===== src/rtl/core/usb_endpoint_number_allocator_unit_macros.svh =====
// ----------------------------------------------------------------------------
// usb endpoint number allocator assertion macros
// shared property templates for the allocator rtl
// ----------------------------------------------------------------------------
`ifndef USB_ENDPOINT_NUMBER_ALLOCATOR_UNIT_MACROS_SVH
`define USB_ENDPOINT_NUMBER_ALLOCATOR_UNIT_MACROS_SVH

// same-cycle implication
`define USB_ENA_ASSERT_IMPLIES(label, clk, rst_n, cond, prop) \
    label: assert property (@(posedge clk) disable iff (!rst_n) (cond) |-> (prop)) \
        else $error("usb_ena: same-cycle check failed");

// next-cycle implication
`define USB_ENA_ASSERT_NEXT(label, clk, rst_n, cond, prop) \
    label: assert property (@(posedge clk) disable iff (!rst_n) (cond) |=> (prop)) \
        else $error("usb_ena: next-cycle check failed");

`endif


===== src/rtl/core/usb_ena_pkg.sv =====
// ----------------------------------------------------------------------------
// usb endpoint number allocator package
// request and result word types, operation and error codes, register indexes
// ----------------------------------------------------------------------------
package usb_ena_pkg;

    typedef enum logic [2:0] {
        MODE_ALLOC_IN     = 3'd0,
        MODE_ALLOC_OUT    = 3'd1,
        MODE_ALLOC_DUPLEX = 3'd2,
        MODE_RESERVE      = 3'd3,
        MODE_ALLOC_IFACE  = 3'd4,
        MODE_ALLOC_STRING = 3'd5
    } mode_t;

    typedef enum logic [2:0] {
        ERR_NONE        = 3'd0,
        ERR_INVALID     = 3'd1,
        ERR_IFACE_OVF   = 3'd2,
        ERR_STRING_OVF  = 3'd3,
        ERR_EP_OVF      = 3'd4,
        ERR_EP_CONFLICT = 3'd5
    } err_t;

    typedef enum logic [1:0] {
        CFG_MAX_EP_NUMBER = 2'd0,
        CFG_MAX_IN_EPS    = 2'd1,
        CFG_MAX_OUT_EPS   = 2'd2,
        CFG_FIRST_STRING  = 2'd3
    } cfg_index_t;

    localparam int CFG_DATA_W = 8;
    localparam int EP_NUM_W   = 4;

    localparam logic [EP_NUM_W-1:0]   MAX_EP_NUMBER_RST = 4'd15;
    localparam logic [EP_NUM_W-1:0]   MAX_IN_EPS_RST    = 4'd15;
    localparam logic [EP_NUM_W-1:0]   MAX_OUT_EPS_RST   = 4'd15;
    localparam logic [7:0]            FIRST_STRING_RST  = 8'd1;
    localparam logic [7:0]            IN_DIR_FLAG       = 8'h80;
    localparam logic [7:0]            IFACE_FAIL_VALUE  = 8'hff;

    // first field in the highest bits
    typedef struct packed {
        mode_t      mode;
        logic [7:0] interface_count;
        logic [7:0] endpoint_address;
    } request_t;

    typedef struct packed {
        err_t       error_code;
        logic [7:0] duplex_in_address;
        logic [7:0] result_value;
        logic       success;
    } result_t;

endpackage


===== src/rtl/core/usb_ena_stage.sv =====
// ----------------------------------------------------------------------------
// usb endpoint allocator register stage
// one-word pipeline register with valid/ready flow control
// ----------------------------------------------------------------------------
module usb_ena_stage #(
    parameter int WIDTH = 8
) (
    input  logic             clk,
    input  logic             rst_n,
    input  logic             in_valid,
    output logic             in_ready,
    input  logic [WIDTH-1:0] in_data,
    output logic             out_valid,
    input  logic             out_ready,
    output logic [WIDTH-1:0] out_data
);

    logic             valid_reg;
    logic [WIDTH-1:0] data_reg;

    assign in_ready  = !valid_reg || out_ready;
    assign out_valid = valid_reg;
    assign out_data  = data_reg;

    always_ff @(posedge clk or negedge rst_n)
    begin
        if (!rst_n)
        begin
            valid_reg <= 1'b0;
        end
        else if (in_ready)
        begin
            valid_reg <= in_valid;
        end
    end

    // payload needs no reset
    always_ff @(posedge clk)
    begin
        if (in_ready && in_valid)
        begin
            data_reg <= in_data;
        end
    end

endmodule


===== src/rtl/core/usb_ena_core.sv =====
// ----------------------------------------------------------------------------
// usb endpoint allocator decision core
// limit registers, endpoint bitmaps, counters, sticky error and request logic
// ----------------------------------------------------------------------------
`include "usb_endpoint_number_allocator_unit_macros.svh"

module usb_ena_core #(
    parameter int ENDPOINT_SLOTS = 15
) (
    input  logic                              clk,
    input  logic                              rst_n,
    input  logic                              cfg_we,
    input  logic [1:0]                        cfg_index,
    input  logic [usb_ena_pkg::CFG_DATA_W-1:0] cfg_data,
    input  usb_ena_pkg::request_t             req,
    input  logic                              req_fire,
    output usb_ena_pkg::result_t              res
);

    localparam int MW = ENDPOINT_SLOTS + 1;
    localparam int PW = $clog2(MW + 1);
    localparam int NW = usb_ena_pkg::EP_NUM_W;
    localparam logic [NW-1:0] SLOTS_LIMIT = NW'(ENDPOINT_SLOTS);
    localparam logic [MW-1:0] ONE_BIT = {{(MW-1){1'b0}}, 1'b1};

    logic [NW-1:0]         max_ep_reg;
    logic [NW-1:0]         max_in_reg;
    logic [NW-1:0]         max_out_reg;
    logic [7:0]            first_str_reg;

    logic [MW-1:0]         in_mask_reg;
    logic [MW-1:0]         in_mask_next;
    logic [MW-1:0]         out_mask_reg;
    logic [MW-1:0]         out_mask_next;
    logic [7:0]            iface_reg;
    logic [7:0]            iface_next;
    logic [8:0]            strings_reg;
    logic [8:0]            strings_next;
    usb_ena_pkg::err_t     sticky_reg;
    usb_ena_pkg::err_t     sticky_next;

    usb_ena_pkg::err_t     err_pre;
    logic                  limits_bad;
    logic                  room_in;
    logic                  room_out;
    logic [NW-1:0]         free_in;
    logic [NW-1:0]         free_out;
    logic [NW-1:0]         free_both;
    logic                  dir_in;
    logic                  room_dir;
    logic [NW-1:0]         free_dir;
    logic [NW-1:0]         rsv_num;
    logic                  rsv_dir_in;
    logic                  rsv_room;
    logic [MW-1:0]         rsv_bit;
    logic                  rsv_conflict;
    logic [MW-1:0]         free_bit;
    logic [8:0]            iface_sum;
    logic [9:0]            str_next;

    function automatic logic [PW-1:0] bit_count(input logic [MW-1:0] v);
        logic [PW-1:0] c;
        c = '0;
        for (int i = 0; i < MW; i++)
        begin
            c = c + PW'(v[i]);
        end
        return c;
    endfunction

    function automatic logic [NW-1:0] lowest_free(input logic [MW-1:0] used,
                                                  input logic [NW-1:0] lim);
        logic [NW-1:0] n;
        logic          found;
        n     = '0;
        found = 1'b0;
        for (int i = 1; i < MW; i++)
        begin
            if (!found && (NW'(i) <= lim) && !used[i])
            begin
                n     = NW'(i);
                found = 1'b1;
            end
        end
        return n;
    endfunction

    // limit checks and searches
    assign limits_bad = (max_ep_reg == '0) || (max_ep_reg > SLOTS_LIMIT) ||
                        (max_in_reg > max_ep_reg) || (max_out_reg > max_ep_reg);
    assign err_pre = ((sticky_reg == usb_ena_pkg::ERR_NONE) && limits_bad)
                     ? usb_ena_pkg::ERR_INVALID : sticky_reg;

    assign room_in  = (PW + NW)'(bit_count(in_mask_reg)) < (PW + NW)'(max_in_reg);
    assign room_out = (PW + NW)'(bit_count(out_mask_reg)) < (PW + NW)'(max_out_reg);
    assign free_in   = lowest_free(in_mask_reg, max_ep_reg);
    assign free_out  = lowest_free(out_mask_reg, max_ep_reg);
    assign free_both = lowest_free(in_mask_reg | out_mask_reg, max_ep_reg);

    assign dir_in   = (req.mode == usb_ena_pkg::MODE_ALLOC_IN);
    assign room_dir = dir_in ? room_in : room_out;
    assign free_dir = dir_in ? free_in : free_out;

    assign rsv_num      = req.endpoint_address[NW-1:0];
    assign rsv_dir_in   = req.endpoint_address[7];
    assign rsv_room     = rsv_dir_in ? room_in : room_out;
    assign rsv_bit      = ONE_BIT << rsv_num;
    assign rsv_conflict = |((rsv_dir_in ? in_mask_reg : out_mask_reg) & rsv_bit);

    assign iface_sum = {1'b0, iface_reg} + {1'b0, req.interface_count};
    assign str_next  = 10'(first_str_reg) + 10'(strings_reg);

    always_comb
    begin
        free_bit         = '0;
        in_mask_next     = in_mask_reg;
        out_mask_next    = out_mask_reg;
        iface_next       = iface_reg;
        strings_next     = strings_reg;
        sticky_next      = err_pre;
        res.success           = 1'b0;
        res.result_value      = '0;
        res.duplex_in_address = '0;
        case (req.mode)
            usb_ena_pkg::MODE_ALLOC_IN,
            usb_ena_pkg::MODE_ALLOC_OUT:
            begin
                free_bit = ONE_BIT << free_dir;
                if (err_pre == usb_ena_pkg::ERR_NONE)
                begin
                    if (!room_dir || (free_dir == '0))
                    begin
                        sticky_next = usb_ena_pkg::ERR_EP_OVF;
                    end
                    else
                    begin
                        res.success = 1'b1;
                        if (dir_in)
                        begin
                            in_mask_next     = in_mask_reg | free_bit;
                            res.result_value = usb_ena_pkg::IN_DIR_FLAG | 8'(free_dir);
                        end
                        else
                        begin
                            out_mask_next    = out_mask_reg | free_bit;
                            res.result_value = 8'(free_dir);
                        end
                    end
                end
            end
            usb_ena_pkg::MODE_ALLOC_DUPLEX:
            begin
                free_bit = ONE_BIT << free_both;
                if (err_pre == usb_ena_pkg::ERR_NONE)
                begin
                    if (!room_in || !room_out || (free_both == '0))
                    begin
                        sticky_next = usb_ena_pkg::ERR_EP_OVF;
                    end
                    else
                    begin
                        res.success           = 1'b1;
                        res.result_value      = 8'(free_both);
                        res.duplex_in_address = usb_ena_pkg::IN_DIR_FLAG | 8'(free_both);
                        in_mask_next          = in_mask_reg | free_bit;
                        out_mask_next         = out_mask_reg | free_bit;
                    end
                end
            end
            usb_ena_pkg::MODE_RESERVE:
            begin
                if (err_pre == usb_ena_pkg::ERR_NONE)
                begin
                    if (req.endpoint_address[6:4] != 3'd0)
                    begin
                        sticky_next = usb_ena_pkg::ERR_INVALID;
                    end
                    else if ((rsv_num == '0) || (rsv_num > max_ep_reg))
                    begin
                        sticky_next = usb_ena_pkg::ERR_INVALID;
                    end
                    else if (!rsv_room)
                    begin
                        sticky_next = usb_ena_pkg::ERR_EP_OVF;
                    end
                    else if (rsv_conflict)
                    begin
                        sticky_next = usb_ena_pkg::ERR_EP_CONFLICT;
                    end
                    else
                    begin
                        res.success      = 1'b1;
                        res.result_value = req.endpoint_address;
                        if (rsv_dir_in)
                        begin
                            in_mask_next = in_mask_reg | rsv_bit;
                        end
                        else
                        begin
                            out_mask_next = out_mask_reg | rsv_bit;
                        end
                    end
                end
            end
            usb_ena_pkg::MODE_ALLOC_IFACE:
            begin
                res.result_value = usb_ena_pkg::IFACE_FAIL_VALUE;
                if (err_pre == usb_ena_pkg::ERR_NONE)
                begin
                    if (req.interface_count == 8'd0)
                    begin
                        sticky_next = usb_ena_pkg::ERR_INVALID;
                    end
                    else if (iface_sum[8])
                    begin
                        sticky_next = usb_ena_pkg::ERR_IFACE_OVF;
                    end
                    else
                    begin
                        res.success      = 1'b1;
                        res.result_value = iface_reg;
                        iface_next       = iface_sum[7:0];
                    end
                end
            end
            usb_ena_pkg::MODE_ALLOC_STRING:
            begin
                if (err_pre == usb_ena_pkg::ERR_NONE)
                begin
                    if (str_next[9:8] != 2'd0)
                    begin
                        sticky_next = usb_ena_pkg::ERR_STRING_OVF;
                    end
                    else
                    begin
                        res.success      = 1'b1;
                        res.result_value = str_next[7:0];
                        strings_next     = strings_reg + 9'd1;
                    end
                end
            end
            default:
            begin
                sticky_next = err_pre;
            end
        endcase
        res.error_code = sticky_next;
    end

    // limit registers
    always_ff @(posedge clk or negedge rst_n)
    begin
        if (!rst_n)
        begin
            max_ep_reg    <= usb_ena_pkg::MAX_EP_NUMBER_RST;
            max_in_reg    <= usb_ena_pkg::MAX_IN_EPS_RST;
            max_out_reg   <= usb_ena_pkg::MAX_OUT_EPS_RST;
            first_str_reg <= usb_ena_pkg::FIRST_STRING_RST;
        end
        else if (cfg_we)
        begin
            case (usb_ena_pkg::cfg_index_t'(cfg_index))
                usb_ena_pkg::CFG_MAX_EP_NUMBER: max_ep_reg    <= cfg_data[NW-1:0];
                usb_ena_pkg::CFG_MAX_IN_EPS:    max_in_reg    <= cfg_data[NW-1:0];
                usb_ena_pkg::CFG_MAX_OUT_EPS:   max_out_reg   <= cfg_data[NW-1:0];
                usb_ena_pkg::CFG_FIRST_STRING:  first_str_reg <= cfg_data;
                default:                        max_ep_reg    <= max_ep_reg;
            endcase
        end
    end

    // allocation state, updated as each word leaves the input stage
    always_ff @(posedge clk or negedge rst_n)
    begin
        if (!rst_n)
        begin
            in_mask_reg  <= '0;
            out_mask_reg <= '0;
            iface_reg    <= '0;
            strings_reg  <= '0;
            sticky_reg   <= usb_ena_pkg::ERR_NONE;
        end
        else if (req_fire)
        begin
            in_mask_reg  <= in_mask_next;
            out_mask_reg <= out_mask_next;
            iface_reg    <= iface_next;
            strings_reg  <= strings_next;
            sticky_reg   <= sticky_next;
        end
    end

    `USB_ENA_ASSERT_NEXT(a_sticky_holds, clk, rst_n,
        sticky_reg != usb_ena_pkg::ERR_NONE, sticky_reg != usb_ena_pkg::ERR_NONE)
    `USB_ENA_ASSERT_IMPLIES(a_success_no_error, clk, rst_n,
        res.success, res.error_code == usb_ena_pkg::ERR_NONE)
    `USB_ENA_ASSERT_NEXT(a_masks_idle, clk, rst_n,
        !req_fire, $stable(in_mask_reg) && $stable(out_mask_reg))
    `USB_ENA_ASSERT_NEXT(a_in_mask_grows, clk, rst_n,
        req_fire, (in_mask_reg & $past(in_mask_reg)) == $past(in_mask_reg))
    `USB_ENA_ASSERT_NEXT(a_error_blocks, clk, rst_n,
        req_fire && (sticky_reg != usb_ena_pkg::ERR_NONE),
        $stable(in_mask_reg) && $stable(iface_reg) && $stable(strings_reg))

endmodule


===== src/rtl/core/usb_endpoint_number_allocator_unit.sv =====
// datapath: an accepted word is held in the input register, decided by the
//   combinational core, then registered in the result register at the output
// throughput: one request per cycle while m_tready is high, set by the single
//   decision stage between the input register and the result register
// reset: asynchronous, clears bitmaps, counters and sticky error, and loads
//   the limit registers with their defaults
// ----------------------------------------------------------------------------
// usb endpoint number allocator
// bitmap first-fit endpoint, interface and string index allocator
// ----------------------------------------------------------------------------
module usb_endpoint_number_allocator_unit #(
    parameter int ENDPOINT_SLOTS = 15
) (
    input  logic        clk,
    input  logic        rst_n,
    // configuration writes
    input  logic        cfg_we,
    input  logic [1:0]  cfg_index,
    input  logic [7:0]  cfg_data,
    // request words
    input  logic        s_tvalid,
    output logic        s_tready,
    input  logic [15:0] s_tdata,  // endpoint_address[7:0], interface_count[15:8]
    input  logic [2:0]  s_tuser,  // mode[2:0]
    // result words
    output logic        m_tvalid,
    input  logic        m_tready,
    output logic [23:0] m_tdata   // success[0], result_value[8:1],
                                  // duplex_in_address[16:9], error_code[19:17]
);

    localparam int REQ_W = $bits(usb_ena_pkg::request_t);
    localparam int RES_W = $bits(usb_ena_pkg::result_t);

    logic                  req_valid;
    logic                  res_ready;
    logic [REQ_W-1:0]      req_bits;
    logic [RES_W-1:0]      res_bits;
    usb_ena_pkg::request_t req;
    usb_ena_pkg::result_t  res;

    assign req = usb_ena_pkg::request_t'(req_bits);

    usb_ena_stage #(
        .WIDTH (REQ_W)
    ) u_in_stage (
        .clk       (clk),
        .rst_n     (rst_n),
        .in_valid  (s_tvalid),
        .in_ready  (s_tready),
        .in_data   ({s_tuser, s_tdata[15:8], s_tdata[7:0]}),
        .out_valid (req_valid),
        .out_ready (res_ready),
        .out_data  (req_bits)
    );

    usb_ena_core #(
        .ENDPOINT_SLOTS (ENDPOINT_SLOTS)
    ) u_core (
        .clk       (clk),
        .rst_n     (rst_n),
        .cfg_we    (cfg_we),
        .cfg_index (cfg_index),
        .cfg_data  (cfg_data),
        .req       (req),
        .req_fire  (req_valid && res_ready),
        .res       (res)
    );

    usb_ena_stage #(
        .WIDTH (RES_W)
    ) u_out_stage (
        .clk       (clk),
        .rst_n     (rst_n),
        .in_valid  (req_valid),
        .in_ready  (res_ready),
        .in_data   (res),
        .out_valid (m_tvalid),
        .out_ready (m_tready),
        .out_data  (res_bits)
    );

    assign m_tdata = {4'b0, res_bits};

endmodule

===== config.mk =====
export PLATFORM = sky130hd
export DESIGN_NAME = usb_endpoint_number_allocator_unit
export DESIGN_NICKNAME = d
export VERILOG_FILES = /design/src/rtl/core/usb_ena_pkg.sv /design/src/rtl/core/usb_ena_stage.sv /design/src/rtl/core/usb_ena_core.sv /design/src/rtl/core/usb_endpoint_number_allocator_unit.sv
export VERILOG_INCLUDE_DIRS = /design/src /design/src/rtl/core
export SDC_FILE = /design/constraint.sdc
export NUM_CORES = 1
export LEC_CHECK = 0
export BUFFER_PORTS_ARGS = -buffer_cell sky130_fd_sc_hd__buf_4
export CAP_MARGIN = 20
export CORE_ASPECT_RATIO = 1.2
export CORE_MARGIN = 1.5
export CORE_UTILIZATION = 30
export DETAILED_ROUTE_END_ITERATION = 8
export GPL_TIMING_DRIVEN = 0
export HOLD_SLACK_MARGIN = 0.03
export SLEW_MARGIN = 15
export SYNTH_ARGS = -nofsm -noshare
export SYNTH_HDL_FRONTEND = slang
export SYNTH_SLANG_ARGS = --single-unit

===== constraint.sdc =====
create_clock -name clk -period 8 [get_ports clk]
set_input_delay 1.6 -clock clk [delete_from_list [all_inputs] [get_ports clk]]
set_output_delay 1.6 -clock clk [all_outputs]
set_load 0.1 [all_outputs]

Word-level counts from Yosys, hierarchy flattened
Index checks and enable logic that the tools add are counted.

cells by class
  add/subtract/negate cells = 33
  $lt $le $gt $ge = 21
  eq/ne operators = 21
  shift-type cells = 3
  mux-type cells = 147
  bitwise logic cells = 13
  reductions and logical operators = 215

operator list
  cell                                                                   count
  16-bit 2-to-1 mux                                                      23
  5-bit by 1-bit adder with 5-bit output                                 28
  9-bit 2-to-1 mux                                                       13
  16-bit OR                                                              7
  4-bit 2-to-1 mux                                                       25
  16-bit one-hot mux with 3 select lines                                 2
  1-bit logical NOT                                                      92
  1-bit logical AND                                                      90
  3-bit 2-to-1 mux                                                       27
  1-bit by 4-bit << shifter with 16-bit output (first input constant)    3
  1-bit 2-to-1 mux                                                       47
  9-bit one-hot mux with 5 select lines                                  1
  4-bit <= comparator (first input constant)                             8
  13-bit AND reduction                                                   2
  17-bit 2-to-1 mux                                                      1
  16-bit AND                                                             1
  3-bit by 4-bit <= comparator with 1-bit output (first input constant)  4
  4-bit logical NOT                                                      4
  2-bit != test (second input constant)                                  8
  16-bit OR reduction                                                    1
  3-bit one-hot mux with 5 select lines                                  1
  4-bit > comparator                                                     3
  2-bit 2-to-1 mux                                                       6
  8-bit by 9-bit adder with 10-bit output                                1
  other kinds (26)                                                       55

word-level totals
  register bits = 113
  input port bits = 34
  output and inout bits = 26
  logic and storage cells = 468

Longest topological paths before layout
  word-level depth = 66
  depth in mapped cells = 20

Modules after synthesis
From an unflattened synthesis, not the netlist that was laid out.

second synthesis, totals
  cell total of the unflattened synthesis = 838
  area total of the unflattened synthesis = 8,129.0 um^2

by module, submodules not included
  module                              instances  cells an instance  area each (um^2)
  usb_ena_core                        1          785                6,810.3
  usb_ena_stage at u_out_stage        1          24                 654.4
  usb_ena_stage at u_in_stage         1          23                 624.3
  usb_endpoint_number_allocator_unit  1          6                  40.0

Worst setup path after synthesis
Ideal clock, no wire load.

  path type = register -> register
  from = register u_core.in_mask_reg[1]
  to = register u_core.out_mask_reg[15]
  setup time = 0.092 ns
  arrival time = 5.396 ns
  slack = 2.512 ns
  stages on the path, launching flop included = 21
  path through = dfrtp_1 -> ha_1 -> inv_1 -> fa_1 -> fa_1 -> fa_1 -> fa_1 -> inv_1 -> fa_1 -> inv_1 -> fa_1 -> inv_1 -> ha_1 -> a211oi_1 -> o211ai_1 -> mux2i_1 -> nand4_1 -> o211ai_1 -> o311ai_4 -> buf_6 -> o31ai_2

on the way
  cells in the longest elaborated chain, start to end = 66

RTL lines
  element                                                                          RTL line             text
  from (decl)                                                                      usb_ena_core.sv:31   logic [MW-1:0] in_mask_reg;
  from (signal assigned)                                                           usb_ena_core.sv:285  in_mask_reg <= in_mask_next;
  branches (longest 66 deep; another with 5-bit by 1-bit adder with 5-bit output)  n/a
  to (signal assigned)                                                             usb_ena_core.sv:286  out_mask_reg <= out_mask_next;
  to (decl)                                                                        usb_ena_core.sv:33   logic [MW-1:0] out_mask_reg;

Parallel ways; which one is timed is not known. The select of a mux whose other input is x is not followed.
A chain may end at the register's enable or synchronous reset.

==> results.md <==
- Number of standard-cell rows in the floorplan: 66
- Clock transition at the registers of the reported paths: 80 ps
- Final Slew Violations: 0
- Synth unique cells: 97
- Worst voltage drop across the vdd grid: 0.122 mV
- Count of vias placed by the detailed router: 6970
- Leakage component of the power: 3.87 nW
- Drt drc: 0
- Post-Synthesis Cell Area: 8290 um2
- Slew Limit Headroom: 0.269
- Highest net fanout along the worst path: 8
- Required time reported for the critical path endpoint: 8210 ps
- Final setup viols: 0
- Number of global-route vias before repair: 6888
- Count of input and output buffers: 52
- Skew-Pair Late Insertion Delay: 350 ps
- Mean post-synth cell area: 9.90 um2
- Cts hold-fix bufs: 0
- Die Footprint: 28600 um2
- Fill cell instance count of the final layout: 2763
- Total overflow reported by the global router: 0
- Min Hold Slack: 490 ps
- Number of iterations in the first detailed-routing pass: 5
- Area fraction of the dominant cell type after synthesis: 0.184
- Detailed Route WL: 25300 um
- Place WS: 1630 ps
- Start-to-end type of the worst setup path: flip-flop to flip-flop
- Synthesis Warnings: 0
- Antenna violation net count after detailed routing: 0
- Clock Tree Root: sky130_fd_sc_hd__clkbuf_16
- Post-synth ARST share: 0.673
- Setup repair after global routing missed its margin: no
- Path depth of the worst reg2reg path: 19
- Maximum number of pins on one net before global-route repair: 75
- Post-Syn Instances: 837
- Placeable core region: 27200 um2
- Final period utilization: 0.804
- TritonCTS clock tree: done
- Clock tree buffer depth: 2
- Overall Global Routing Usage: 0.180
- Fraction of final layout cells sized beyond drive strength 1: 0.199
- Fin worst setup slack: 1570 ps
- Routed WL per cell: 20.2 um
- Sink Count: 110
- Met3 usage in global routing: 0.0180
- Number of antenna violations at the first check in global routing: 0
- Type of origin of the critical path: flip-flop
- Final hold viol count: 0
- Die width: 155 um
- Initial Util: 0.305
- Total negative slack: 0 ps
- Nets: 1007
- Via-to-Cell Ratio: 5.57
- Minimum clock period after layout: 6430 ps
- Hold Crit Class: flip-flop to flip-flop
- Reported max-cap violation count: 0
- M1 GR Usage: 0.208
- Top library cells by usage in the layout, fill and taps aside: sky130_fd_sc_hd__inv_1 (76), sky130_fd_sc_hd__buf_4 (63), sky130_fd_sc_hd__nor2_1 (62), sky130_fd_sc_hd__dfrtp_1 (61), sky130_fd_sc_hd__ha_1 (45)
- Primary FF master, synth: sky130_fd_sc_hd__dfrtp_1
- Busiest layer in global routing: met2
- Number of top-level pins: 60
- Maximum clock rate: 156 MHz
- Detailed Route Iter0 Violations: 502
- Global-route wire length before repair: 39200 um
- Number of flip-flops under the largest register name: 19
- Worst setup EP type: flip-flop
- Number of diodes added for antenna fixing: 0
- Synth area leader: sky130_fd_sc_hd__dfrtp_1
- Number of levels in the clock H-tree: 3
- Critical path arrival: 6640 ps
- Count of instances resized after the clock tree is built: 0
- Die height: 185 um
- Commonest non-fill, non-tap cell in the layout: sky130_fd_sc_hd__inv_1
- Post-synthesis sequential area ratio: 0.356
- Global Route met2 Usage: 0.326
- Status: complete, no violations
- Number of buffers inserted during clock tree synthesis: 9
- Worst clock skew: 11.3 ps
- #FFs+latches synth: 110
- Number of synthesized flops with an enable pin: 36
- Pwr per Cell Area: 179 nW/um2
- Actual transition at the worst max-transition pin: 1090 ps
- GPL Wtd Cong: 0.958
- HPWL reported at the end of detailed placement: 20100 um
- Hold path cells: 1
- Cell types with the largest area share after synthesis: sky130_fd_sc_hd__dfrtp_1 (18%), sky130_fd_sc_hd__edfxtp_1 (13%), sky130_fd_sc_hd__ha_1 (6.8%), sky130_fd_sc_hd__fa_1 (5.3%), sky130_fd_sc_hd__dfstp_2 (4.1%)
- Area delta synth->final: 13.5%
- Number of buffers inserted to repair setup after CTS: 0
[final timing paths]
kind                       slack [ps]                              start                           endpoint
hold reg to reg                   490   u_in_stage.out_valid$_DFFE_PN0N_  u_out_stage.out_valid$_DFFE_PN0P_
setup / recovery                 1570  u_core.in_mask_reg[8]$_DFFE_PN0P_  u_out_stage.out_data[1]$_DFFE_PP_
hold / removal                    490   u_in_stage.out_valid$_DFFE_PN0N_  u_out_stage.out_valid$_DFFE_PN0P_
min in group asynchronous        1360                              rst_n    u_core.iface_reg[5]$_DFFE_PN0P_
max in group asynchronous        5980                              rst_n  u_core.in_mask_reg[5]$_DFFE_PN0P_
setup reg to reg                 1570  u_core.in_mask_reg[8]$_DFFE_PN0P_  u_out_stage.out_data[1]$_DFFE_PP_
[Yosys cell counts, drive strengths merged, types with 8 or more instances]
cell type	n
a211oi	12
a21o	10
a21oi	34
a22oi	8
a31oi	17
and2	9
buf	22
clkbuf	18
dfrtp	61
dfstp	13
edfxtp	36
fa	22
ha	45
inv	77
mux2	30
mux2i	9
nand2	43
nand2b	17
nand3	15
nand4	9
nor2	62
nor2b	12
nor3	20
nor4	9
o211ai	10
o21ai	39
o22ai	8
o31ai	38
or2	11
xnor2	11
xor2	12
[metrics by stage]
step	instance area, um2	utilization	std cells	power (W)
after floorplan	8310	-	843	0.00111
after global placement	9130	0.336	1235	0.00125
after detailed placement	9130	0.336	1235	0.00126
after CTS	9410	0.346	1251	0.00169
after global routing	9410	0.346	1251	0.00177
final	9410	0.346	1251	0.00169
[power breakdown]
group	total, W	internal, W	switching, W
clock network	0.000434	0.000222	0.000212
registers	0.000705	0.000653	0.0000523
logic	0.000547	0.000195	0.000352
total	0.00169	0.00107	0.000617
[worst max-delay path, stage by stage, from the launching register on]
cell and delay (ps):
sky130_fd_sc_hd__dfrtp_1 330, sky130_fd_sc_hd__clkbuf_1 300, sky130_fd_sc_hd__inv_1 220, sky130_fd_sc_hd__fa_1 590, sky130_fd_sc_hd__fa_1 450, sky130_fd_sc_hd__fa_1 490
sky130_fd_sc_hd__fa_1 500, sky130_fd_sc_hd__inv_1 50, sky130_fd_sc_hd__fa_1 380, sky130_fd_sc_hd__inv_1 80, sky130_fd_sc_hd__fa_1 410, sky130_fd_sc_hd__inv_1 90
sky130_fd_sc_hd__ha_1 230, sky130_fd_sc_hd__a211oi_1 200, sky130_fd_sc_hd__o211ai_1 320, sky130_fd_sc_hd__mux2i_1 400, sky130_fd_sc_hd__nand4_1 210, sky130_fd_sc_hd__nor3_1 610
sky130_fd_sc_hd__a22oi_1 260, sky130_fd_sc_hd__nand4b_1 170
[cells by family after synthesis]
kind of cell,share of synthesized area
AO/OA/AOI/OAI,0.212
XOR/XNOR,0.0243
adder cells (fa/ha/maj),0.122
buffers and inverters,0.0648
flip-flops,0.356
multiplexers,0.0598
other,0.000452
AND/OR/NAND/NOR,0.161
[per-layer routing]
layer  vias up  part of all wire
met5         -                 0
met4         0             0.055
met1      3419              0.40
met2       257              0.51
met3        67             0.037
li1       3227                 -
[area by class of cell]
| class | instances | area, um2 | share of cell area |
|---|---|---|---|
| inverter | 77 | 289 | 0.0307 |
| buffer | 40 | 249 | 0.0265 |
| clock inverter | 4 | 32.5 | 0.00346 |
| timing repair buffer | 52 | 390 | 0.0415 |
| multi-input combinational | 616 | 4830 | 0.513 |
| clock buffer | 12 | 246 | 0.0262 |
| sequential | 110 | 2950 | 0.313 |
| tap | 340 | 425 | 0.0452 |
No activity file was read; power rests on OpenSTA's default activity.
